$ cat src/hdl/hkrd_pkg.sv
`default_nettype none

package hkrd_pkg;

  // Sizes
  localparam int REPORT_KEYS  = 6;
  localparam int KEYMAP_DEPTH = 256;
  localparam int NUM_MODS     = 8;
  localparam int SLOT_W       = (REPORT_KEYS > 1) ? $clog2(REPORT_KEYS) : 1;
  localparam int KMAP_AW      = (KEYMAP_DEPTH > 1) ? $clog2(KEYMAP_DEPTH) : 1;
  localparam int KMAP_DW      = 16;
  localparam int NUM_STEPS    = 2 * REPORT_KEYS + 2 * NUM_MODS;
  localparam int STEP_W       = $clog2(NUM_STEPS);

  // Input tdata layout (report always carries six slots)
  localparam int IN_SLOTS      = 6;
  localparam int MODS_LSB      = 0;
  localparam int SLOT_LSB      = 8;
  localparam int MAP_INDEX_LSB = SLOT_LSB + 8 * IN_SLOTS;
  localparam int MAP_LOWER_LSB = MAP_INDEX_LSB + 8;
  localparam int MAP_UPPER_LSB = MAP_LOWER_LSB + 8;
  localparam int LED_LSB       = MAP_UPPER_LSB + 8;
  localparam int IN_FIELD_W    = LED_LSB + 3;
  localparam int IN_DATA_W     = ((IN_FIELD_W + 7) / 8) * 8;

  // Key codes and masks
  localparam logic [7:0] KEY_CAPS         = 8'h39;
  localparam logic [7:0] KEY_SCROLL       = 8'h47;
  localparam logic [7:0] KEY_NUM          = 8'h53;
  localparam logic [7:0] MOD_FIRST        = 8'hE0;
  localparam logic [7:0] RAW_DIRECT_LIMIT = 8'h58;
  localparam logic [7:0] RAW_MOD_BASE     = 8'h58;
  localparam logic [7:0] RAW_HI_TAG       = 8'h70;
  localparam logic [7:0] RAW_LO_TAG       = 8'h60;
  localparam logic [7:0] RAW_RELEASE      = 8'h80;
  localparam logic [7:0] NIBBLE_MASK      = 8'h0F;
  localparam logic [7:0] CASE_OFFSET      = 8'h20;
  localparam logic [7:0] CTRL_CHAR_MASK   = 8'h1F;
  localparam logic [7:0] EXT_FIRST        = 8'h9E;
  localparam logic [7:0] EXT_LAST         = 8'hA9;
  localparam logic [7:0] EXT_OFFSET       = 8'h70;
  localparam logic [7:0] SHIFT_MASK       = 8'h22;
  localparam logic [7:0] CTRL_MASK        = 8'h11;
  localparam logic [7:0] CHAR_LOWER_A     = 8'h61;
  localparam logic [7:0] CHAR_LOWER_Z     = 8'h7A;

  localparam int LED_NUM_BIT    = 0;
  localparam int LED_CAPS_BIT   = 1;
  localparam int LED_SCROLL_BIT = 2;

  localparam logic KIND_CHAR = 1'b0;
  localparam logic KIND_LED  = 1'b1;

  typedef enum logic [1:0] {
    REQ_REPORT    = 2'd0,
    REQ_MAP_WRITE = 2'd1,
    REQ_LED_SET   = 2'd2
  } req_e;

  typedef enum logic [1:0] {
    CFG_KEYMAP_ENABLE  = 2'd0,
    CFG_KEYMAP_SIZE    = 2'd1,
    CFG_EXTENDED_ASCII = 2'd2
  } cfg_idx_e;

  typedef enum logic [2:0] {
    ST_IDLE,
    ST_STEP,
    ST_EMIT,
    ST_EMIT2,
    ST_LEDS,
    ST_FLUSH
  } state_e;

  typedef struct packed {
    logic       keymap_enable;
    logic [8:0] keymap_size;
    logic       extended_ascii;
  } cfg_t;

  typedef struct packed {
    logic [7:0]         key;
    logic               press;
    logic [7:0]         mods;
    logic [KMAP_DW-1:0] entry;
    logic [2:0]         leds;
    cfg_t               cfg;
  } enc_in_t;

  typedef struct packed {
    logic       b0_vld;
    logic [7:0] b0;
    logic       b1_vld;
    logic [7:0] b1;
    logic [2:0] leds_nxt;
  } enc_out_t;

  typedef struct packed {
    logic       push;
    logic       flush;
    logic       kind;
    logic [7:0] data;
  } emit_t;

endpackage

`default_nettype wire

$ cat src/hdl/hkrd_seq.sv
`default_nettype none

// Sequencer: feeds events to the encoder, walking the report diff one step a cycle between events.
module hkrd_seq import hkrd_pkg::*; (
  input  wire logic                 clk_i,
  input  wire logic                 rst_ni,
  input  wire logic                 s_valid_i,
  output logic                      s_ready_o,
  input  wire logic [1:0]           req_i,
  input  wire logic [IN_DATA_W-1:0] data_i,
  input  wire cfg_t                 cfg_i,
  input  wire logic                 emit_rdy_i,
  output emit_t                     emit_o,
  output logic                      ram_we_o,
  output logic [KMAP_AW-1:0]        ram_waddr_o,
  output logic [KMAP_DW-1:0]        ram_wdata_o,
  output logic                      ram_re_o,
  output logic [KMAP_AW-1:0]        ram_raddr_o,
  input  wire logic [KMAP_DW-1:0]   ram_rdata_i,
  output enc_in_t                   enc_o,
  input  wire enc_out_t             enc_i
);

  state_e state_q, state_d;

  logic [STEP_W-1:0] step_q;
  logic [7:0]        mods_q, prev_mods_q;
  logic [7:0]        new_q  [REPORT_KEYS];
  logic [7:0]        prev_q [REPORT_KEYS];
  logic [2:0]        leds_q, leds_before_q;
  logic [7:0]        key_q;
  logic              press_q;

  // step decode
  logic              is_new, is_modp, is_modr, last_step;
  logic [STEP_W-1:0] modp_off, modr_off, old_off;
  logic [2:0]        mod_idx;
  logic [SLOT_W-1:0] slot_idx;
  logic [7:0]        cur_key;
  logic              found;
  logic [SLOT_W-1:0] found_idx;
  logic              ev_vld, ev_press, clr_vld;
  logic [7:0]        ev_key;

  // control
  logic accept, step_inc, leds_upd, commit;
  req_e req;
  logic map_in_range;

  assign req          = req_e'(req_i);
  assign accept       = s_valid_i && s_ready_o;
  assign map_in_range = {1'b0, data_i[MAP_INDEX_LSB +: 8]} < 9'(KEYMAP_DEPTH);

  always_comb begin
    is_new    = step_q < STEP_W'(REPORT_KEYS);
    is_modp   = !is_new && (step_q < STEP_W'(REPORT_KEYS + NUM_MODS));
    is_modr   = !is_new && !is_modp && (step_q < STEP_W'(REPORT_KEYS + 2 * NUM_MODS));
    last_step = step_q == STEP_W'(NUM_STEPS - 1);
    modp_off  = step_q - STEP_W'(REPORT_KEYS);
    modr_off  = step_q - STEP_W'(REPORT_KEYS + NUM_MODS);
    old_off   = step_q - STEP_W'(REPORT_KEYS + 2 * NUM_MODS);
    mod_idx   = is_modp ? modp_off[2:0] : modr_off[2:0];
    slot_idx  = is_new ? step_q[SLOT_W-1:0] : old_off[SLOT_W-1:0];
    cur_key   = is_new ? new_q[slot_idx] : prev_q[slot_idx];

    // first old slot holding the same code
    found     = 1'b0;
    found_idx = '0;
    for (int j = REPORT_KEYS - 1; j >= 0; j--) begin
      if (prev_q[j] == cur_key) begin
        found     = 1'b1;
        found_idx = SLOT_W'(j);
      end
    end

    ev_vld   = 1'b0;
    ev_press = 1'b0;
    ev_key   = cur_key;
    clr_vld  = 1'b0;
    if (is_new) begin
      if (cur_key != 8'h00) begin
        clr_vld  = found;
        ev_vld   = !found;
        ev_press = 1'b1;
      end
    end else if (is_modp) begin
      ev_key   = {MOD_FIRST[7:3], mod_idx};
      ev_vld   = mods_q[mod_idx] && !prev_mods_q[mod_idx];
      ev_press = 1'b1;
    end else if (is_modr) begin
      ev_key = {MOD_FIRST[7:3], mod_idx};
      ev_vld = !mods_q[mod_idx] && prev_mods_q[mod_idx];
    end else begin
      ev_vld = cur_key != 8'h00;
    end
  end

  // next state
  always_comb begin
    state_d = state_q;
    case (state_q)
      ST_IDLE: begin
        if (s_valid_i) begin
          case (req)
            REQ_REPORT:  state_d = ST_STEP;
            REQ_LED_SET: state_d = ST_FLUSH;
            default:     state_d = ST_IDLE;
          endcase
        end
      end
      ST_STEP: begin
        if (ev_vld)         state_d = ST_EMIT;
        else if (last_step) state_d = ST_LEDS;
      end
      ST_EMIT: begin
        if (!enc_i.b0_vld || emit_rdy_i) begin
          if (enc_i.b1_vld)   state_d = ST_EMIT2;
          else if (last_step) state_d = ST_LEDS;
          else                state_d = ST_STEP;
        end
      end
      ST_EMIT2: begin
        if (emit_rdy_i) state_d = last_step ? ST_LEDS : ST_STEP;
      end
      ST_LEDS: begin
        if ((leds_q == leds_before_q) || emit_rdy_i) state_d = ST_FLUSH;
      end
      ST_FLUSH: begin
        if (emit_rdy_i) state_d = ST_IDLE;
      end
      default: state_d = ST_IDLE;
    endcase
  end

  // outputs
  always_comb begin
    s_ready_o   = 1'b0;
    emit_o      = '0;
    ram_we_o    = 1'b0;
    ram_re_o    = 1'b0;
    step_inc    = 1'b0;
    leds_upd    = 1'b0;
    commit      = 1'b0;
    ram_waddr_o = data_i[MAP_INDEX_LSB +: KMAP_AW];
    ram_wdata_o = {data_i[MAP_UPPER_LSB +: 8], data_i[MAP_LOWER_LSB +: 8]};
    ram_raddr_o = ev_key[KMAP_AW-1:0];
    case (state_q)
      ST_IDLE: begin
        s_ready_o = 1'b1;
        ram_we_o  = s_valid_i && (req == REQ_MAP_WRITE) && map_in_range;
        if (s_valid_i && (req == REQ_LED_SET)) begin
          emit_o.push = 1'b1;
          emit_o.kind = KIND_LED;
          emit_o.data = {5'b0, data_i[LED_LSB +: 3]};
        end
      end
      ST_STEP: begin
        ram_re_o = ev_vld;
        step_inc = !ev_vld && !last_step;
      end
      ST_EMIT: begin
        emit_o.push = enc_i.b0_vld;
        emit_o.kind = KIND_CHAR;
        emit_o.data = enc_i.b0;
        leds_upd    = !enc_i.b0_vld || emit_rdy_i;
        step_inc    = leds_upd && !enc_i.b1_vld && !last_step;
      end
      ST_EMIT2: begin
        emit_o.push = 1'b1;
        emit_o.kind = KIND_CHAR;
        emit_o.data = enc_i.b1;
        step_inc    = emit_rdy_i && !last_step;
      end
      ST_LEDS: begin
        emit_o.push = leds_q != leds_before_q;
        emit_o.kind = KIND_LED;
        emit_o.data = {5'b0, leds_q};
        commit      = (leds_q == leds_before_q) || emit_rdy_i;
      end
      ST_FLUSH: begin
        emit_o.flush = 1'b1;
      end
      default: ;
    endcase
  end

  assign enc_o.key   = key_q;
  assign enc_o.press = press_q;
  assign enc_o.mods  = mods_q;
  assign enc_o.entry = ram_rdata_i;
  assign enc_o.leds  = leds_q;
  assign enc_o.cfg   = cfg_i;

  always_ff @(posedge clk_i or negedge rst_ni) begin
    if (!rst_ni) begin
      state_q     <= ST_IDLE;
      step_q      <= '0;
      prev_mods_q <= '0;
      leds_q      <= '0;
      for (int i = 0; i < REPORT_KEYS; i++) prev_q[i] <= '0;
    end else begin
      state_q <= state_d;
      if (accept && (req == REQ_REPORT)) begin
        step_q <= '0;
      end else if (step_inc) begin
        step_q <= step_q + 1'b1;
      end
      if (accept && (req == REQ_LED_SET)) begin
        leds_q <= data_i[LED_LSB +: 3];
      end else if (leds_upd) begin
        leds_q <= enc_i.leds_nxt;
      end
      if ((state_q == ST_STEP) && clr_vld) begin
        prev_q[found_idx] <= '0;
      end
      if (commit) begin
        prev_mods_q <= mods_q;
        for (int i = 0; i < REPORT_KEYS; i++) prev_q[i] <= new_q[i];
      end
    end
  end

  always_ff @(posedge clk_i) begin
    if (accept && (req == REQ_REPORT)) begin
      mods_q        <= data_i[MODS_LSB +: 8];
      leds_before_q <= leds_q;
      for (int i = 0; i < REPORT_KEYS; i++) new_q[i] <= data_i[SLOT_LSB + 8 * i +: 8];
    end
    if ((state_q == ST_STEP) && ev_vld) begin
      key_q   <= ev_key;
      press_q <= ev_press;
    end
  end

endmodule

`default_nettype wire

$ cat config.mk
export PLATFORM = sky130hd
export DESIGN_NAME = hkrd_seq
export DESIGN_NICKNAME = d
export VERILOG_FILES = /design/src/hdl/hkrd_pkg.sv /design/src/hdl/hkrd_seq.sv
export SDC_FILE = /design/constraint.sdc
export NUM_CORES = 1
export LEC_CHECK = 0
export ABC_AREA = 1
export BUFFER_PORTS_ARGS = -buffer_cell sky130_fd_sc_hd__buf_2
export CORE_AREA = 2 2 183 185
export DETAILED_ROUTE_END_ITERATION = 16
export DIE_AREA = 0 0 185 187
export SLEW_MARGIN = 20
export SYNTH_ARGS = -nofsm -noshare
export SYNTH_HDL_FRONTEND = slang
export SYNTH_SLANG_ARGS = --single-unit
$ cat constraint.sdc
create_clock -name clk_i -period 17.3 [get_ports clk_i]
set_input_delay 2.595 -clock clk_i [delete_from_list [all_inputs] [get_ports clk_i]]
set_output_delay 2.595 -clock clk_i [all_outputs]
set_load 0.05 [all_outputs]
After elaboration in Yosys (flattened, before gate mapping)
Memories as Yosys holds them, arrays and structs flattened.
Cells that the tools add are included.
{ "op_classes": {"addsub": 4, "n_mul": 0, "div_mod_pow": 0, "magnitude_cmp": 7, "eq_ne": 22, "n_shift": 0, "n_mux": 66, "n_bitwise": 4, "reduce_logical": 35} }
{ "ops": {"columns": ["cell", "n"], "rows": [
  ["2-to-1 mux 48 bit", 2],
  ["2-to-1 mux 3 bit", 19],
  ["2-to-1 mux 8 bit", 7],
  ["AND 48 bit", 1],
  ["equality test 8 bit", 6],
  ["NOT 48 bit", 1],
  ["case mux 9 bit (4 select lines)", 1],
  ["2-to-1 mux 1 bit", 26],
  ["binary-select mux 8 bit (select 3 bit)", 1],
  ["demux 8 bit (select 3 bit)", 1],
  ["case mux 3 bit (6 select lines)", 1],
  ["logical AND 1 bit", 17],
  ["2-to-1 mux 5 bit", 2],
  ["!= test 2 bit, second input constant", 5],
  ["logical NOT 1 bit", 9],
  ["2-to-1 mux 9 bit", 1],
  ["subtractor 3 bit, second input constant", 3],
  [">= comparator 4 bit, second input constant", 2],
  ["NOT 3 -> 4 bit", 2],
  ["nonzero test 8 bit", 1],
  ["binary-select mux 1 bit (select 3 bit)", 2],
  ["equality test 3 x 2 -> 1 bit, second input constant", 2],
  ["equality test 3 bit, second input constant", 2],
  ["case mux 3 bit (2 select lines)", 1],
  ["20 further kinds", 23]
]} }
{ "totals": {"regBits": 87, "latchBits": 0, "mem_bits_rw": 48, "rom_bits": 0, "input_bits": 142, "out_inout_bits": 93, "wordCells": 153, "n_memories": 1} }
{ "memory_table": {"columns": ["name", "words", "width", "read_ports", "rd_clocked_by_memory_dff", "wr", "line", "text"], "rows": [
  ["new_q", 6, 8, 7, 0, 6, "hkrd_seq.sv:28", "logic [7:0] new_q [REPORT_KEYS];"]
]} }

Logic depth before layout (Yosys ltp)
{ "depth": {"depth_word": 23, "depth_mapped": 24, "mapped_depth_nobuf": 23} }

Worst setup path after synthesis
Ideal clock, no wire load.
{ "synth_path": {"path_type": "input -> register", "from": "input port req_i[0]", "to": "register step_q[0]", "setup_time_ns": 0.129, "arrival_ns": 8.591, "required_time_ns": 17.171, "slack_ns": 8.580, "path_stages": 6, "n_path_buf": 0, "path_cell_list": "nor2_1 -> inv_1 -> nor3_1 -> clkinv_1 -> nand4_1 -> nand2_1"} }
{ "synth_between": {"elab_chain_len": 3, "elab_cells_between_ends": 4, "cone_classes": "1 x mux; 3 x reduce/logical"} }
{ "synth_rtl": {"columns": ["item", "line", "text"], "rows": [
  ["start, declared", "hkrd_seq.sv:9", "input wire logic [1:0] req_i,"],
  ["logical NOT 2 bit *", "hkrd_seq.sv:203", "if (accept && (req == REQ_REPORT)) begin"],
  ["logical AND 1 bit *", "hkrd_seq.sv:203", null],
  ["2-to-1 mux 5 bit or nonzero test 2 bit (tied branches)", null, null],
  ["end signal, assigned", "hkrd_seq.sv:206", "step_q <= step_q + 1'b1;"],
  ["end, declared", "hkrd_seq.sv:26", "logic [STEP_W-1:0] step_q;"]
]} }
Mark *: on every way between the ends. The rest lies on a longest branch, timed or not.
A chain may end at the register's enable or synchronous reset.

Final worst setup path
{ "layout_path": {"from": "register step_q[0]", "to": "output port ram_re_o"} }
{ "layout_between": {"elab_chain_len": 18, "elab_cells_between_ends": 46, "cone_classes": "3 x add/sub; 3 x order compare; 6 x eq/ne; 21 x mux; 1 x bitwise; 11 x reduce/logical; 1 x memory"} }
{ "layout_rtl": {"columns": ["item", "line", "text"], "rows": [
  ["< comparator 5 x 3 -> 1 bit or subtractor 3 bit (tied branches)", null, null],
  ["2-to-1 mux 3 bit", "hkrd_seq.sv:63", "slot_idx = is_new ? step_q[SLOT_W-1:0] : old_off[SLOT_W-1:0];"],
  ["NOT 3 -> 4 bit (not written as such)", "hkrd_seq.sv:64", "cur_key = is_new ? new_q[slot_idx] : prev_q[slot_idx];"],
  ["binary-select mux 8 bit (select 3 bit)", "hkrd_seq.sv:64", null],
  ["2-to-1 mux 8 bit (not written as such) (2 in series)", "hkrd_seq.sv:64", null],
  ["2-to-1 mux 8 bit", "hkrd_seq.sv:64", null],
  ["equality test 8 bit", "hkrd_seq.sv:70", "if (prev_q[j] == cur_key) begin"],
  ["2-to-1 mux 1 bit (6 in series)", "hkrd_seq.sv:70", null],
  ["logical NOT 1 bit", "hkrd_seq.sv:83", "ev_vld = !found;"],
  ["2-to-1 mux 1 bit", "hkrd_seq.sv:81", "if (cur_key != 8'h00) begin"],
  ["2-to-1 mux 1 bit *", "hkrd_seq.sv:80", "if (is_new) begin"],
  ["2-to-1 mux 1 bit *", "hkrd_seq.sv:147", "case (state_q)"],
  ["end, declared", "hkrd_seq.sv:17", "output logic ram_re_o,"]
]} }
Mark *: on every way between the ends. The rest lies on a longest branch, timed or not. The select of a mux whose other input is x is not followed.

==> out/results.txt <==
Area leader, netlist: edfxtp_1
Initial detailed-routing violation count: 653
Most frequent cells in the layout: 337 x nand2_1, 127 x buf_2, 108 x nand3_1, 83 x inv_1, 68 x edfxtp_1
Grt ovf: 0
Post-CTS Setup Inserts: 0
R2R setup slack: 13110 ps
Crit-path max FO: 83
Tmin final: 7220 ps
Fmax: 138 MHz
Post-layout nets: 1238
Placer Congestion: 0.908
Num Clock Sinks: 135
Tcrit/Tclk final: 0.417
Fin. Hold Viols: 0
Skew-Pair Late Insertion Delay: 430 ps
FP Rows: 67
Outcome: finished, final reports clean
Top Usage Layer GRT: met2
Yosys cell types: 40
Syn avg cell area: 7.86 µm²
CTS tree: yes
Arr. time, crit path: 4630 ps
Die W: 185 µm
Met2 usage in global routing: 0.231
Syn nets: 1169
Cts bufs inserted: 17
Dpl hpwl: 17.7 mm
WL/cell: 16.4 µm
GR Util All Layers: 0.150
Initial Utilization: 0.245
Rel. slew slack: 0.369
Leakage: 4.47 nW
Critical path's most frequent cell: nand2_1
Crit-path slowest cell: buf_4
Startpoint Class: flop
Die footprint: 34600 µm²
Largest net degree at the start of global routing: 84
Commonest non-fill, non-tap cell in the layout: nand2_1
H-tree depth: 4
Worst-path cell chain: buf_4 > inv_2 > nor2_1 > nor2_1 > nand2_1 > nand3_1 > nand2_2 > nand2_4 > nand2_1 > nand2_1 > nand2_1 > nor2_1 > nand2_1 > nand2_1 > nor2_2 > nand2_2 > nand2_2 > nand2_1 > inv_1 > buf_2
Via density: 4.59
Crit Path Class: reg -> out
CTS root buf: clkbuf_16
Seq/Total Area, Yosys: 0.462
Clock-pin slew on the worst setup and hold paths: 70 ps
PD cells: 209 nW/µm²
Worst path max stage delay: 650 ps
Met1 usage: 0.203
Ranking of synthesized cells by area: edfxtp_1 25%, dfrtp_1 21%, nand2_1 16%
Post_cts resized: 0
Buf/Inv on CP: 4
CP delay by family, top: simple AND/OR/NAND/NOR gates
Initial antenna violation count: 0
Core Area: 32900 µm²
Max Root-Sink Buffers: 2
Worst ir drop on vdd: 0.0000940 V
Critical path endpoint category: primary output
Yosys reg bits: 135
Residual DRC: 0
Ys Warns: 0
FFs w/ async S/R, synth: 0.496
Ys flop type: edfxtp_1
Post-synth EDFFs: 68
I/O pin total: 235
Critical Path RT: 14700 ps
Post-Syn Area: 8060 µm²
DR vias: 7139
Pins Over Slew Limit: 0
RSZ-0062 raised after global routing: false
Vias in the first global route: 6862
Min-Delay Path Class: reg -> reg
Placed cell areas: 8750 µm²
Max-Cap Viols: 0
Setup Skew: 10.7 ps
Post-cts hold buffer count: 0
First-pass GRT wire length: 39.5 mm
Post-DRT Antenna Nets: 0
Layout cells sized above 1: 0.210
Port Buf Inserts: 127
Worst-margin pin slew: 947 ps
Final wirelength: 25.5 mm
Yosys top cell area share: 0.253
Setup violators final: 0
Final Cell Area: 9370 µm²
GR Util met3: 0.0282
Drt pass-1 iters: 6
Die H: 187 µm
Area Overhead vs Synth: 16.3%
Post-Synthesis Cells: 1025
Final setup TNS: 0 ps
ANT cells: 0
state kept, by name (all words and copies together) (netlist names):
register / flops
leds_q: 3
state_q: 3
mods_q: 8
leds_before_q: 3
key_q: 8
prev_q: 48
step_q: 5
new_q: 48
press_q: 1
prev_mods_q: 8
power breakdown:
part / total, mW / switching [mW] / internal, mW
Clock: 0.390 / 0.158 / 0.233
Sequential: 0.515 / 0.0749 / 0.440
Combinational: 1.05 / 0.764 / 0.288
per-layer routing:
metal / vias up / share of wire
met5: - / 0
met4: 0 / 0.041
met3: 68 / 0.066
met2: 265 / 0.45
met1: 3353 / 0.44
li1: 3453 / -
final timing paths:
check	endpoint	startpoint	cells past startpoint
setup / recovery	ram_re_o	step_q[0]	20
hold / removal	prev_q[0]	new_q[5][0]	2
setup reg to reg	key_q[5]	step_q[0]	19
hold reg to reg	prev_q[0]	new_q[5][0]	2
max in group asynchronous	step_q[0]	rst_ni	2
min in group asynchronous	leds_q[0]	rst_ni	2
worst min-delay path, stage by stage, from the launching register on:
cell	delay (ps)
edfxtp_1	340
nand2_1	50
nand2_1	50
kinds of logic after synthesis:
family | synth area share
simple gates | 0.335
buf+inv | 0.111
flops | 0.462
compound gates | 0.0833
xor+xnor | 0.00652
fa+ha+maj | 0.00311
stage by stage:
stage / setup slack [ps] / instances / hold WS [ps] / power (mW) / utilization
floorplan: 8580 / 1025 / 448 / 1.31 / -
global placement: 10610 / 1523 / 463 / 1.55 / 0.266
detailed placement: 10620 / 1523 / 462 / 1.56 / 0.266
CTS: 10150 / 1555 / 469 / 1.96 / 0.285
global route: 9720 / 1555 / 504 / 2.10 / 0.285
finish: 10080 / 1555 / 470 / 1.96 / 0.285
area by class of cell:
class / count / area, µm²
clock buffers: 19 / 443
clock inverters: 13 / 169
fillers: 3552 / 23500
inverters: 93 / 350
multi-input cells: 715 / 3460
flip-flops and latches: 135 / 3720
well taps: 448 / 561
repair buffers: 132 / 673
synthesized netlist by cell type (all sizes together) (2+ instances only):
cell type  count
o31ai         16
o21ai         34
a21oi         45
nand3b         9
a221oi         3
dfrtp         67
nor4           3
o211ai         3
nand2        377
clkinv         2
a22o           5
a31oi          4
ha             2
nor3           3
nor2          73
xnor2          4
buf           70
nand4         12
edfxtp        68
clkbuf        12
nand3        116
inv           91
xor2           2
Note: power is estimated with default switching activity, not from simulation.
