[src/hdl/hkrd_pkg.sv]
`default_nettype none

package hkrd_pkg;

  // Sizes
  localparam int REPORT_KEYS  = 6;
  localparam int KEYMAP_DEPTH = 256;
  localparam int NUM_MODS     = 8;
  localparam int SLOT_W       = (REPORT_KEYS > 1) ? $clog2(REPORT_KEYS) : 1;
  localparam int KMAP_AW      = (KEYMAP_DEPTH > 1) ? $clog2(KEYMAP_DEPTH) : 1;
  localparam int KMAP_DW      = 16;
  localparam int NUM_STEPS    = 2 * REPORT_KEYS + 2 * NUM_MODS;
  localparam int STEP_W       = $clog2(NUM_STEPS);

  // Input tdata layout (report always carries six slots)
  localparam int IN_SLOTS      = 6;
  localparam int MODS_LSB      = 0;
  localparam int SLOT_LSB      = 8;
  localparam int MAP_INDEX_LSB = SLOT_LSB + 8 * IN_SLOTS;
  localparam int MAP_LOWER_LSB = MAP_INDEX_LSB + 8;
  localparam int MAP_UPPER_LSB = MAP_LOWER_LSB + 8;
  localparam int LED_LSB       = MAP_UPPER_LSB + 8;
  localparam int IN_FIELD_W    = LED_LSB + 3;
  localparam int IN_DATA_W     = ((IN_FIELD_W + 7) / 8) * 8;

  // Key codes and masks
  localparam logic [7:0] KEY_CAPS         = 8'h39;
  localparam logic [7:0] KEY_SCROLL       = 8'h47;
  localparam logic [7:0] KEY_NUM          = 8'h53;
  localparam logic [7:0] MOD_FIRST        = 8'hE0;
  localparam logic [7:0] RAW_DIRECT_LIMIT = 8'h58;
  localparam logic [7:0] RAW_MOD_BASE     = 8'h58;
  localparam logic [7:0] RAW_HI_TAG       = 8'h70;
  localparam logic [7:0] RAW_LO_TAG       = 8'h60;
  localparam logic [7:0] RAW_RELEASE      = 8'h80;
  localparam logic [7:0] NIBBLE_MASK      = 8'h0F;
  localparam logic [7:0] CASE_OFFSET      = 8'h20;
  localparam logic [7:0] CTRL_CHAR_MASK   = 8'h1F;
  localparam logic [7:0] EXT_FIRST        = 8'h9E;
  localparam logic [7:0] EXT_LAST         = 8'hA9;
  localparam logic [7:0] EXT_OFFSET       = 8'h70;
  localparam logic [7:0] SHIFT_MASK       = 8'h22;
  localparam logic [7:0] CTRL_MASK        = 8'h11;
  localparam logic [7:0] CHAR_LOWER_A     = 8'h61;
  localparam logic [7:0] CHAR_LOWER_Z     = 8'h7A;

  localparam int LED_NUM_BIT    = 0;
  localparam int LED_CAPS_BIT   = 1;
  localparam int LED_SCROLL_BIT = 2;

  localparam logic KIND_CHAR = 1'b0;
  localparam logic KIND_LED  = 1'b1;

  typedef enum logic [1:0] {
    REQ_REPORT    = 2'd0,
    REQ_MAP_WRITE = 2'd1,
    REQ_LED_SET   = 2'd2
  } req_e;

  typedef enum logic [1:0] {
    CFG_KEYMAP_ENABLE  = 2'd0,
    CFG_KEYMAP_SIZE    = 2'd1,
    CFG_EXTENDED_ASCII = 2'd2
  } cfg_idx_e;

  typedef enum logic [2:0] {
    ST_IDLE,
    ST_STEP,
    ST_EMIT,
    ST_EMIT2,
    ST_LEDS,
    ST_FLUSH
  } state_e;

  typedef struct packed {
    logic       keymap_enable;
    logic [8:0] keymap_size;
    logic       extended_ascii;
  } cfg_t;

  typedef struct packed {
    logic [7:0]         key;
    logic               press;
    logic [7:0]         mods;
    logic [KMAP_DW-1:0] entry;
    logic [2:0]         leds;
    cfg_t               cfg;
  } enc_in_t;

  typedef struct packed {
    logic       b0_vld;
    logic [7:0] b0;
    logic       b1_vld;
    logic [7:0] b1;
    logic [2:0] leds_nxt;
  } enc_out_t;

  typedef struct packed {
    logic       push;
    logic       flush;
    logic       kind;
    logic [7:0] data;
  } emit_t;

endpackage

`default_nettype wire

[src/hdl/hkrd_enc.sv]
`default_nettype none

// Event encoder: turns one key event into up to two bytes and the lock LED update.
module hkrd_enc import hkrd_pkg::*; (
  input  wire enc_in_t enc_i,
  output enc_out_t     enc_o
);

  logic [7:0] rel;
  logic [7:0] ch;
  logic       in_range;

  always_comb begin
    enc_o          = '0;
    enc_o.leds_nxt = enc_i.leds;
    rel            = enc_i.press ? 8'h00 : RAW_RELEASE;
    ch             = '0;
    in_range       = 1'b0;

    if (!enc_i.cfg.keymap_enable) begin
      enc_o.b0_vld = 1'b1;
      if (enc_i.key < RAW_DIRECT_LIMIT) begin
        enc_o.b0 = enc_i.key | rel;
      end else if (enc_i.key[7:3] == MOD_FIRST[7:3]) begin
        enc_o.b0 = (RAW_MOD_BASE + {5'b0, enc_i.key[2:0]}) | rel;
      end else begin
        enc_o.b0     = RAW_HI_TAG | {4'b0, enc_i.key[7:4]} | rel;
        enc_o.b1_vld = 1'b1;
        enc_o.b1     = RAW_LO_TAG | (enc_i.key & NIBBLE_MASK) | rel;
      end
    end else if (enc_i.press) begin
      // toggle lock LEDs first; caps and numlock below see the new state
      if (enc_i.key == KEY_CAPS)   enc_o.leds_nxt[LED_CAPS_BIT]   = ~enc_i.leds[LED_CAPS_BIT];
      if (enc_i.key == KEY_SCROLL) enc_o.leds_nxt[LED_SCROLL_BIT] = ~enc_i.leds[LED_SCROLL_BIT];
      if (enc_i.key == KEY_NUM)    enc_o.leds_nxt[LED_NUM_BIT]    = ~enc_i.leds[LED_NUM_BIT];

      in_range = ({1'b0, enc_i.key} < enc_i.cfg.keymap_size) &&
                 ({1'b0, enc_i.key} < 9'(KEYMAP_DEPTH));
      ch = ((enc_i.mods & SHIFT_MASK) != 8'h00) ? enc_i.entry[15:8] : enc_i.entry[7:0];

      if (in_range && (ch != 8'h00)) begin
        if (enc_o.leds_nxt[LED_CAPS_BIT] && (ch inside {[CHAR_LOWER_A:CHAR_LOWER_Z]})) begin
          ch = ch - CASE_OFFSET;
        end
        if (enc_i.cfg.extended_ascii && enc_o.leds_nxt[LED_NUM_BIT] &&
            (ch inside {[EXT_FIRST:EXT_LAST]})) begin
          ch = ch - EXT_OFFSET;
        end
        if ((enc_i.mods & CTRL_MASK) != 8'h00) begin
          ch = ch & CTRL_CHAR_MASK;
        end
        enc_o.b0_vld = 1'b1;
        enc_o.b0     = ch;
      end
    end
  end

endmodule

`default_nettype wire

[config.mk]
export PLATFORM = sky130hd
export DESIGN_NAME = hkrd_enc
export DESIGN_NICKNAME = d
export VERILOG_FILES = /design/src/hdl/hkrd_pkg.sv /design/src/hdl/hkrd_enc.sv
export SDC_FILE = /design/constraint.sdc
export NUM_CORES = 1
export LEC_CHECK = 0
export ABC_AREA = 1
export BUFFER_PORTS_ARGS = -buffer_cell sky130_fd_sc_hd__buf_2
export CAP_MARGIN = 10
export CORE_MARGIN = 4
export CORE_UTILIZATION = 40
export DETAILED_ROUTE_END_ITERATION = 16
export GPL_TIMING_DRIVEN = 0
export PLACE_DENSITY = 0.74
export SKIP_LAST_GASP = 1
export SYNTH_ARGS = -nofsm -noshare
export SYNTH_HDL_FRONTEND = slang
export SYNTH_SLANG_ARGS = --single-unit
[constraint.sdc]
create_clock -name vclk -period 4.8
set_input_delay 0 -clock vclk [all_inputs]
set_output_delay 0 -clock vclk [all_outputs]
set_load 0.02 [all_outputs]
; Yosys cells after proc, flatten, opt, wreduce, memory -nomap -nowiden
; Index checks and enable logic that the tools add are counted.
[word_totals]
regBits = 0
inputBits = 47
output_inout_bits = 21
[op_classes]
addsub = 3
n_lt_le_gt_ge = 6
n_eq_ne = 4
muxes = 25
n_bitwise = 7
n_reduce_logical = 9
[op_table]
columns = cell, n
row1 = $mux 8, 10
row2 = $mux 9, 6
row3 = $reduce_bool 8->1, 3
row4 = $eq 8x7->1 const B, 2
row5 = $or 7x8->8, 2
row6 = $or 8x8->8, 2
row7 = $lt 8x9->1, 1
row8 = $add 7x3->8 const A, 1
row9 = $eq 8x6->1 const B, 1
row10 = $ge 8x7->1 const B, 1
row11 = $ge 8x8->1 const B, 1
row12 = $le 8x7->1 const B, 1
row13 = $le 8x8->1 const B, 1
row14 = $lt 8x7->1 const B, 1
row15 = $sub 8x6->8 const B, 1
row16 = $sub 8x7->8 const B, 1
row17 = $mux 1, 7
row18 = $logic_and 1x1->1, 6
row19 = $mux 3, 2
row20 = $eq 5x5->1 const B, 1
row21 = $not 1->1, 3

; Longest topological paths before layout
; Gate-level depths: netlist (run 1).
[logic_depth]
ltp_word = 17
ltp_mapped = 19
mapped_depth_nobuf = 19

; Worst setup path after synthesis (run 1)
; Ideal clock, no wire load.
[synth_timing]
path_type = input to output
startpoint = input enc_i[35] in the netlist's numbering
endpoint = output enc_o[17] in the netlist's numbering
arrival_ns = 1.699
required_ns = 4.800
path_slack_ns = 3.101
path_stages = 17
path_buffers = 0
cell_sequence = nor2_4 nand2_1 o21ai_2 nand2_4 nand3_2 nand3_2 nand2_2 inv_1 ha_1 nand3_1 nand2_1 nand2_1 nand3_1 nor2_1 nand3_1 nand3_1 nand2_1
[synth_rtl]
columns = element, line
row1 = from (decl), hkrd_enc.sv:5  ; input wire enc_in_t enc_i,
row2 = to (decl), hkrd_enc.sv:6  ; output enc_out_t enc_o

==> reports/qor.txt, run 1 <==
initial antenna violation count = 0
Final Hold Viols = 0
RSZ-0062 raised after global routing = false
pin count of the biggest net entering global routing = 9
Startpoint Class = primary input
non-filler instance count after layout = 315
wire length per cell = 9.98 µm
Die Footprint = 0.00381 mm²
Commonest cells post-synth = 53 x nand2_1, 45 x inv_1, 19 x nor2_1, 15 x nand3_1
worst-path fanout max = 8
VDD IR max = 0.0583 mV
DR iter-0 viols = 36
hold_buf cts = 0
sequential cell area fraction in the yosys report = 0%
syn_area_per_cell = 5.23 µm²
crit path DAT = 2.19 ns
PostCTS Resize Cnt = 0
HP Start = enc_i[38]
DP HPWL = 2.87 mm
critical-path cell list = buf_2 -> nor2_4 -> nand2_1 -> nand2_2 -> nand3_1 -> a21oi_1 -> nand3_2 -> nand2_2 -> inv_1 -> ha_1 -> nand3_1 -> nand2_1 -> nand2_1 -> nand3_1 -> nor2_1 -> nand3_1 -> nand3_1 -> nand2_1 -> buf_2
status = finished clean
Final TNS setup = 0 ns
Max Freq = 457 MHz
Die Ht = 61.8 µm
clkbuf count = 0
vias per cell = 4.73
Synth Net Count = 279
fraction of final layout cells sized beyond drive strength 1 = 33.5%
Unique masters post-synth = 30
post-layout util = 54.8%
first-pass GRT wire length = 5.28 mm
WHS Path Cells = 3
antenna violation net count after detailed routing = 0
most frequent CP cell = nand3_1
total placed cells including tap cells = 315
Design Area, Final = 0.00151 mm²
Initial Util = 41.9%
Area growth, synth to finish = 30.6%
vias in the first global route = 1294
Gate Count Post-Synth = 221
CP peak stage delay = 0.24 ns
DRT Wirelength = 3.14 mm
Synth top area share = 17.2%
max cap viols = 0
DRC = 0
CP Class = in -> out
hold crit path type = in -> out
Die W = 61.8 µm
IO Pins = 68
Final #Nets = 344
Syn. warnings = 0
fill count = 311
Worst path slowest cell = ha_1
leading post-synthesis cells by cell area = nand2_1 17%, inv_1 15%, ha_1 12%
Remaining Overflow, GRT = 0
Core Area = 0.00276 mm²
ANT cells = 0
Hold EP = enc_o[10]
routability cong. = 0.834
Seq. cell area = 0 µm²
final setup fails = 0
Worst setup startpoint = enc_i[35]
WP data required = 4.80 ns
most common cell in the synthesized netlist = nand2_1
number of buffers inserted by port buffering = 63
WHS = 0.314 ns
dpl cell area = 0.00151 mm²
Slew Limit Fails = 0
cell taking the most area after synthesis = nand2_1
TritonRoute pass-1 iters = 4
Final period util = 45.6%
leakage power = 0.944 nW
via count = 1489
P per Cell Area = 97.9 mW/mm²
post-synthesis cell area = 0.00116 mm²
multi-input logic area = 946 µm²
Setup crit end kind = output port
crit path time final = 2.19 ns
GRT Total Usage = 17.2%
postcts setup bufs = 0
number of flip-flops and latches = 0
Row Count = 19
## cells in the final DEF (no fill, tap or decap), drive strengths merged, types with 5 or more instances in the layout
cell type and n:
o21ai 15, inv 48, nand2 67, a21oi 6, buf 66, nor3 5, nand4 5, ha 11
nand3 19, nor2 24
## cell families after synthesis
logic type	Yosys count	synth area share (%)
buf+inv	53	18.2
other cells	1	0.324
xor+xnor	2	1.52
fa+ha+maj	11	11.9
compound gates	28	13.6
simple gates	126	54.4
## worst max path at each step
stage | slack [ns] | to
finish | 2.61 | enc_o[16]
global route | 2.36 | enc_o[16]
CTS | 2.61 | enc_o[16]
detailed placement | 2.63 | enc_o[16]
global placement | 2.61 | enc_o[16]
floorplan | 3.10 | enc_o[17]
## metrics by stage
| step | total power (W) | worst slack (ns) |
|---|---|---|
| after global placement | 0.000147 | 2.61 |
| final | 0.000148 | 2.61 |
| after floorplan | 0.0000980 | 3.10 |
| after global routing | 0.000168 | 2.36 |
| after detailed placement | 0.000148 | 2.63 |
| after CTS | 0.000149 | 2.61 |
## area by class of cell
| cell class | instances | area share, % |
|---|---|---|
| inverter | 50 | 12.4 |
| timing repair buffer | 63 | 20.9 |
| tap | 31 | 2.57 |
| buffer | 3 | 1.49 |
| multi-input combinational | 168 | 62.6 |
## metal layers
| layer | track usage [%] | wire, µm | share of wire [%] | up-vias |
|---|---|---|---|---|
| li1 | - | - | - | 821 |
| met1 | 23.9 | 1490 | 47 | 612 |
| met2 | 31.2 | 1360 | 43 | 56 |
| met3 | 0.620 | 289 | 9.2 | 0 |
| met4 | 0 | 0 | 0 | 0 |
| met5 | 0 | 0 | 0 | - |
## critical path, delay by kind of cell
kind                       cells  cell delay (ns)
and+or+nand+nor               14             1.40
buffers and inverters          3             0.36
adders and majority gates      1             0.24
AOI/OAI and AO/OA              1             0.19
## where the power goes
| group | switching [W] | total (W) | internal, W |
|---|---|---|---|
| registers | 0 | 0 | 0 |
| clock network | 0 | 0 | 0 |
| logic | 0.0000932 | 0.000148 | 0.0000547 |
Power figures use the tool's default switching activity.
==> inputs of run 2 (changes only) <==
ABC_AREA = 0   (was 1)
PLACE_DENSITY = 0.78   (was 0.74)
clock period = 2 ns   (was 4.8 ns; I/O delays follow)
==> run 2 against run 1 <==
Compared with the run above: the flow now finishes with violations (negative setup slack); via count is 11% higher; setup slack worse by 3.3 ns; synthesized cell count is 25% lower; final area is 29% higher; area after synthesis is 1.5% lower; critical path type unchanged; critical endpoint unchanged; largest power group unchanged.
==> reports/qor.txt, run 2 <==
crit path DAT = 2.71 ns (+0.52 ns)
vias in the first global route = 1595 (+23%)
DR iter-0 viols = 93 (+160%)
Unique masters post-synth = 59 (+97%)
via count = 1654 (+11%)
vias per cell = 5.87 (+24%)
critical-path cell list = buf_6 -> or2_4 -> buf_8 -> a21oi_1 -> nand4_1 -> buf_4 -> buf_4 -> buf_4 -> buf_4 -> buf_4 -> and3_4 -> o221a_4 -> and3_4 -> o32ai_4 -> buf_6
hold_buf cts = 0 (unchanged)
initial antenna violation count = 0 (unchanged)
Gate Count Post-Synth = 165 (-25%)
wire length per cell = 15.8 µm (+58%)
Final #Nets = 311 (-9.6%)
CP Class = in -> out
most frequent CP cell = buf_4
WHS = 0.288 ns (-0.0258 ns)
RSZ-0062 raised after global routing = true
Remaining Overflow, GRT = 0 (unchanged)
leakage power = 0.922 nW (-2.2%)
Die Footprint = 0.00376 mm² (-1.3%)
Die Ht = 61.4 µm (-0.66%)
status = complete, but fails checks
Core Area = 0.00273 mm² (-0.86%)
Row Count = 19 (unchanged)
antenna violation net count after detailed routing = 0 (unchanged)
Commonest cells post-synth = 14 x nor2_1, 12 x inv_1, 11 x a21oi_1, 11 x ha_1, 8 x nand3_1
Synth Area in Adders = 12.1% (+0.18 points)
Max Freq = 369 MHz
post-layout util = 71.2% (+16 points)
most frequent cells in the layout = 53 x buf_2, 27 x buf_4, 14 x nor2_1
Final period util = 136%
post-synthesis cell area = 0.00114 mm² (-1.5%)
syn_area_per_cell = 6.90 µm² (+32%)
DP HPWL = 3.10 mm (+7.8%)
number of flip-flops and latches = 0 (unchanged)
hold crit path type = in -> out
compound-gate portion of the synthesized area = 26.6% (+13 points)
crit path time final = 2.71 ns
Synth Net Count = 223 (-20%)
Synth top area share = 12.1% (-5.1 points)
DRT Wirelength = 4.44 mm (+41%)
xor/xnor share of the synthesized area = 3.08% (+1.6 points)
Slew Limit Fails = 0 (unchanged)
most common cell after layout, fill and taps aside = buf_2
WP data required = 2.00 ns (-2.80 ns)
failing checks = negative setup slack
fraction of final layout cells sized beyond drive strength 1 = 51.0% (+18 points)
fill count = 224 (-28%)
worst-path fanout max = 7 (-1)
post-synthesis simple-gate area fraction = 39.1% (-15 points)
first-pass GRT wire length = 6.69 mm (+27%)
GRT Total Usage = 22.6% (+5.4 points)
routability cong. = 0.846 (+1.5%)
Final WS setup = -0.711 ns (-3.32 ns)
VDD IR max = 0.166 mV (+180%)
Seq. cell area = 0 µm² (unchanged)
worst-margin pin slew = 0.600 ns
cell taking the most area after synthesis = ha_1
number of buffers inserted by port buffering = 63 (unchanged)
final setup fails = 4 (+4)
TritonRoute pass-1 iters = 4 (unchanged)
Final Hold Viols = 0 (unchanged)
ANT cells = 0 (unchanged)
DRC = 0 (unchanged)
P per Cell Area = 235 mW/mm² (+140%)
sequential cell area fraction in the yosys report = 0% (unchanged)
Startpoint Class = primary input
Initial Util = 41.6% (-0.28 points)
IO Pins = 68 (unchanged)
Area growth, synth to finish = 70.9%
Die W = 61.4 µm (-0.66%)
Syn. warnings = 0 (unchanged)
Setup crit end kind = output port
Slew headroom = 60.0%
Setup WS pre-CTS = -0.770 ns (-3.40 ns)
CP peak stage delay = 0.32 ns (+0.08 ns)
largest family of logic cells by synthesized area = simple AND/OR/NAND/NOR gates
Worst path slowest cell = o221a_4
pin count of the biggest net entering global routing = 11 (+2)
max cap viols = 0 (unchanged)
most common cell in the synthesized netlist = nor2_1
post-synthesis mux area share = 9.45% (+9.5 points)
leading post-synthesis cells by cell area = ha_1 12%, mux2i_1 6.2%, a21oi_1 4.8%
clkbuf count = 0 (unchanged)
run 2: worst max-delay path, delay by kind of cell:
family                 cells  cell delay (ns)
AOI/OAI and AO/OA          3             0.76
buffers and inverters      8             1.10
and+or+nand+nor            4             0.85
run 2: cell families after synthesis:
kind of cell	count (synthesis)
other cells	1
fa+ha+maj	11
compound gates	43
buf+inv	23
xor+xnor	4
simple gates	73
mux	10
run 2: area by class of cell:
cell class                 instances  area [µm²]  area share, %
inverter                          13        48.8           2.51
tap                               31        38.8           1.99
timing repair buffer              86         562           28.9
multi-input combinational        142        1230           63.2
buffer                            10        67.6           3.47
run 2: final timing paths:
path              slack, ns        end  cells past startpoint       from
setup / recovery      -0.71  enc_o[16]                     15  enc_i[35]
hold / removal         0.29   enc_o[2]                      3  enc_i[13]
run 2: what timing repair did:
action | in CTS | in global routing
gates resized for setup | 32 | 12
buffers inserted | 15 | 8
setup endpoints to repair | 4 | 4
pin swaps | 13 | 12
run 2: through the flow:
stage          instances  area (µm²)  TNS [ns]  total power (W)
5_1_grt              282        1950     -2.68         0.000495
4_1_cts              274        1850     -1.83         0.000419
3_5_place_dp         259        1590     -2.55         0.000358
3_3_place_gp         259        1590     -2.48         0.000352
2_1_floorplan        165        1240    -0.659         0.000230
6_report             282        1950     -2.36         0.000457
run 2: power breakdown:
part	switching [W]	total, W	internal (W)	leakage, nW
registers	0	0	0	0
logic	0.000244	0.000457	0.000214	0.922
clock network	0	0	0	0
total	0.000244	0.000457	0.000214	0.922
run 2: routing by layer:
metal  global-route usage [%]  up-vias  share of wire (%)
li1                         -      803                  -
met1                     26.8      759                 40
met2                     43.4       80                 51
met3                     1.26       12                6.5
met4                     6.36        0                2.2
met5                        0        -                  0
==> inputs of run 3 (changes only) <==
ABC_AREA = 1   (was 0)
PLACE_DENSITY = 0.77   (was 0.78)
SLEW_MARGIN = 20   (was unset)
TNS_END_PERCENT = 100   (was unset)
==> run 3 against run 2 <==
Compared with the run above: the run still ends with negative setup slack left; combinational power up 0.9%; routed wire length is 8.6% lower; flip-flop and latch count stayed put; global-route usage down 3.5 points; total power rose by 0.77%; clock-buffer cell count unchanged; critical path type unchanged; largest power group unchanged; highest routed layer unchanged.
==> reports/qor.txt, run 3 (synthesized netlist as in run 1, its figures left out) <==
status = complete, but fails checks
failing checks = negative setup slack
Row Count = 19 (unchanged)
most frequent cells in the layout = 58 x buf_2, 43 x inv_1, 42 x nand2_1
CP Class = in -> out
Clk pwr share = 0% (unchanged)
Max Freq = 484 MHz (+31%)
Area growth, synth to finish = 60.7%
Net Sw Frac = 59.8% (+6.4 points)
Startpoint Class = primary input
P per Cell Area = 248 mW/mm² (+5.5%)
GRT Max-Usage Layer = met2
Setup crit end kind = output port
wire length per cell = 12.3 µm (-22%)
VDD IR max = 0.165 mV (-0.68%)
IO Pins = 68 (unchanged)
fill count = 250 (+12%)
number of buffers inserted by port buffering = 63 (unchanged)
routability cong. = 0.904 (+6.9%)
WHS = 0.320 ns (+0.0319 ns)
Initial Util = 41.9% (+0.28 points)
number of flip-flops and latches = 0 (unchanged)
WHS Path Cells = 3 (unchanged)
hold crit path type = in -> out
Seq. cell area = 0 µm² (unchanged)
vias in the first global route = 1387 (-13%)
final setup fails = 3 (-1)
crit path DAT = 2.07 ns (-0.64 ns)
pin count of the biggest net entering global routing = 9 (-2)
Final Hold Viols = 0 (unchanged)
most common cell after layout, fill and taps aside = buf_2
RSZ-0062 raised after global routing = true
Final #Nets = 360 (+16%)
max cap viols = 0 (unchanged)
GRT Total Usage = 19.2% (-3.5 points)
met3 usage = 1.24% (-0.018 points)
crit path time final = 2.07 ns (-0.646 ns)
initial antenna violation count = 0 (unchanged)
fraction of final layout cells sized beyond drive strength 1 = 47.0% (-4.0 points)
Design Area, Final = 0.00186 mm² (-4.5%)
Remaining Overflow, GRT = 0 (unchanged)
dpl cell area = 0.00151 mm² (-5.3%)
ANT cells = 0 (unchanged)
antenna violation net count after detailed routing = 0 (unchanged)
WP data required = 2.00 ns (about the same)
TritonRoute pass-1 iters = 4 (unchanged)
post-layout util = 67.4% (-3.8 points)
Slew Limit Fails = 0 (unchanged)
DR iter-0 viols = 68 (-27%)
met2 usage = 35.3% (-8.1 points)
DRC = 0 (unchanged)
Final WS setup = -0.0650 ns (+0.646 ns)
Die W = 61.8 µm (+0.67%)
worst-path fanout max = 8 (+1)
Die Ht = 61.8 µm (+0.67%)
Core Area = 0.00276 mm² (+0.87%)
met1 Use GR = 25.2% (-1.6 points)
Pint = 0.000185 W (-13%)
Final TNS setup = -0.103 ns (+2.25 ns)
Final period util = 103% (-32 points)
Die Footprint = 0.00381 mm² (+1.3%)
leakage power = 1.05 nW (+14%)
DRT Wirelength = 4.06 mm (-8.6%)
via count = 1613 (-2.5%)
Psw = 0.000275 W (+13%)
vias per cell = 4.87 (-17%)
Pwr Total = 0.000461 W (+0.77%)
hold_buf cts = 0 (unchanged)
clkbuf count = 0 (unchanged)
first-pass GRT wire length = 5.80 mm (-13%)
DP HPWL = 2.90 mm (-6.4%)
Logic pwr share = 100.0% (about the same)
part of the power in registers = 0% (unchanged)
==> run 3: cell count changes in the layout (fill, tap and decap cells not counted), moves of 6 or more <==
cell,previous run,this run
nor2_2,0,6
nand2_2,1,18
inv_1,10,43
nand2_4,0,7
nand2_1,6,42
buf_4,27,18
nand3_2,0,8
==> run 3: cell type report <==
type | count | area [µm²] | area share, %
multi-input cells | 168 | 1130 | 60.9
repair buffers | 79 | 474 | 25.5
inverters | 50 | 190 | 10.2
well taps | 31 | 38.8 | 2.09
plain buffers | 3 | 22.5 | 1.21
==> run 3: worst paths after layout <==
path       from  slack [ns]        end
min   enc_i[38]        0.32  enc_o[10]
max   enc_i[35]       -0.07  enc_o[17]
==> run 3: power by group through the flow <==
stage,clock network (W),registers [W],logic [W]
after floorplan,0,0,0.000235
after global placement,0,0,0.000352
after detailed placement,0,0,0.000356
after CTS,0,0,0.000414
after global routing,0,0,0.000504
final,0,0,0.000461
==> run 3: layer usage <==
| layer | share of wire, % | routed length, µm | vias up |
|---|---|---|---|
| li1 | - | - | 854 |
| met5 | 0 | 0 | - |
| met1 | 40 | 1640 | 674 |
| met2 | 48 | 1950 | 77 |
| met3 | 9.6 | 390 | 8 |
| met4 | 1.8 | 74 | 0 |
==> run 3: worst max-delay path, cell delays in order <==
cell      delay [ns]
buf_8           0.10
nor2_4          0.24
buf_6           0.15
o21ai_4         0.06
nand2_4         0.09
clkinv_1        0.08
nand2_2         0.08
nand3_4         0.09
buf_4           0.15
buf_4           0.13
buf_4           0.12
buf_4           0.13
nand2_2         0.06
nand3_2         0.08
nor2_4          0.11
nand3_2         0.10
nand3_2         0.09
nand2_2         0.05
buf_6           0.13
==> run 3: what timing repair did <==
item,in CTS,in global routing
gates resized for setup,29,29
pin swaps,20,18
endpoints found under the setup margin,4,4
setup buffers,12,4
==> run 3: through the flow <==
step | cells | worst slack, ns
after floorplan | 221 | 0.301
after global placement | 315 | -0.198
after detailed placement | 315 | -0.190
after CTS | 327 | 0.00677
after global routing | 331 | -0.165
final | 331 | -0.0650
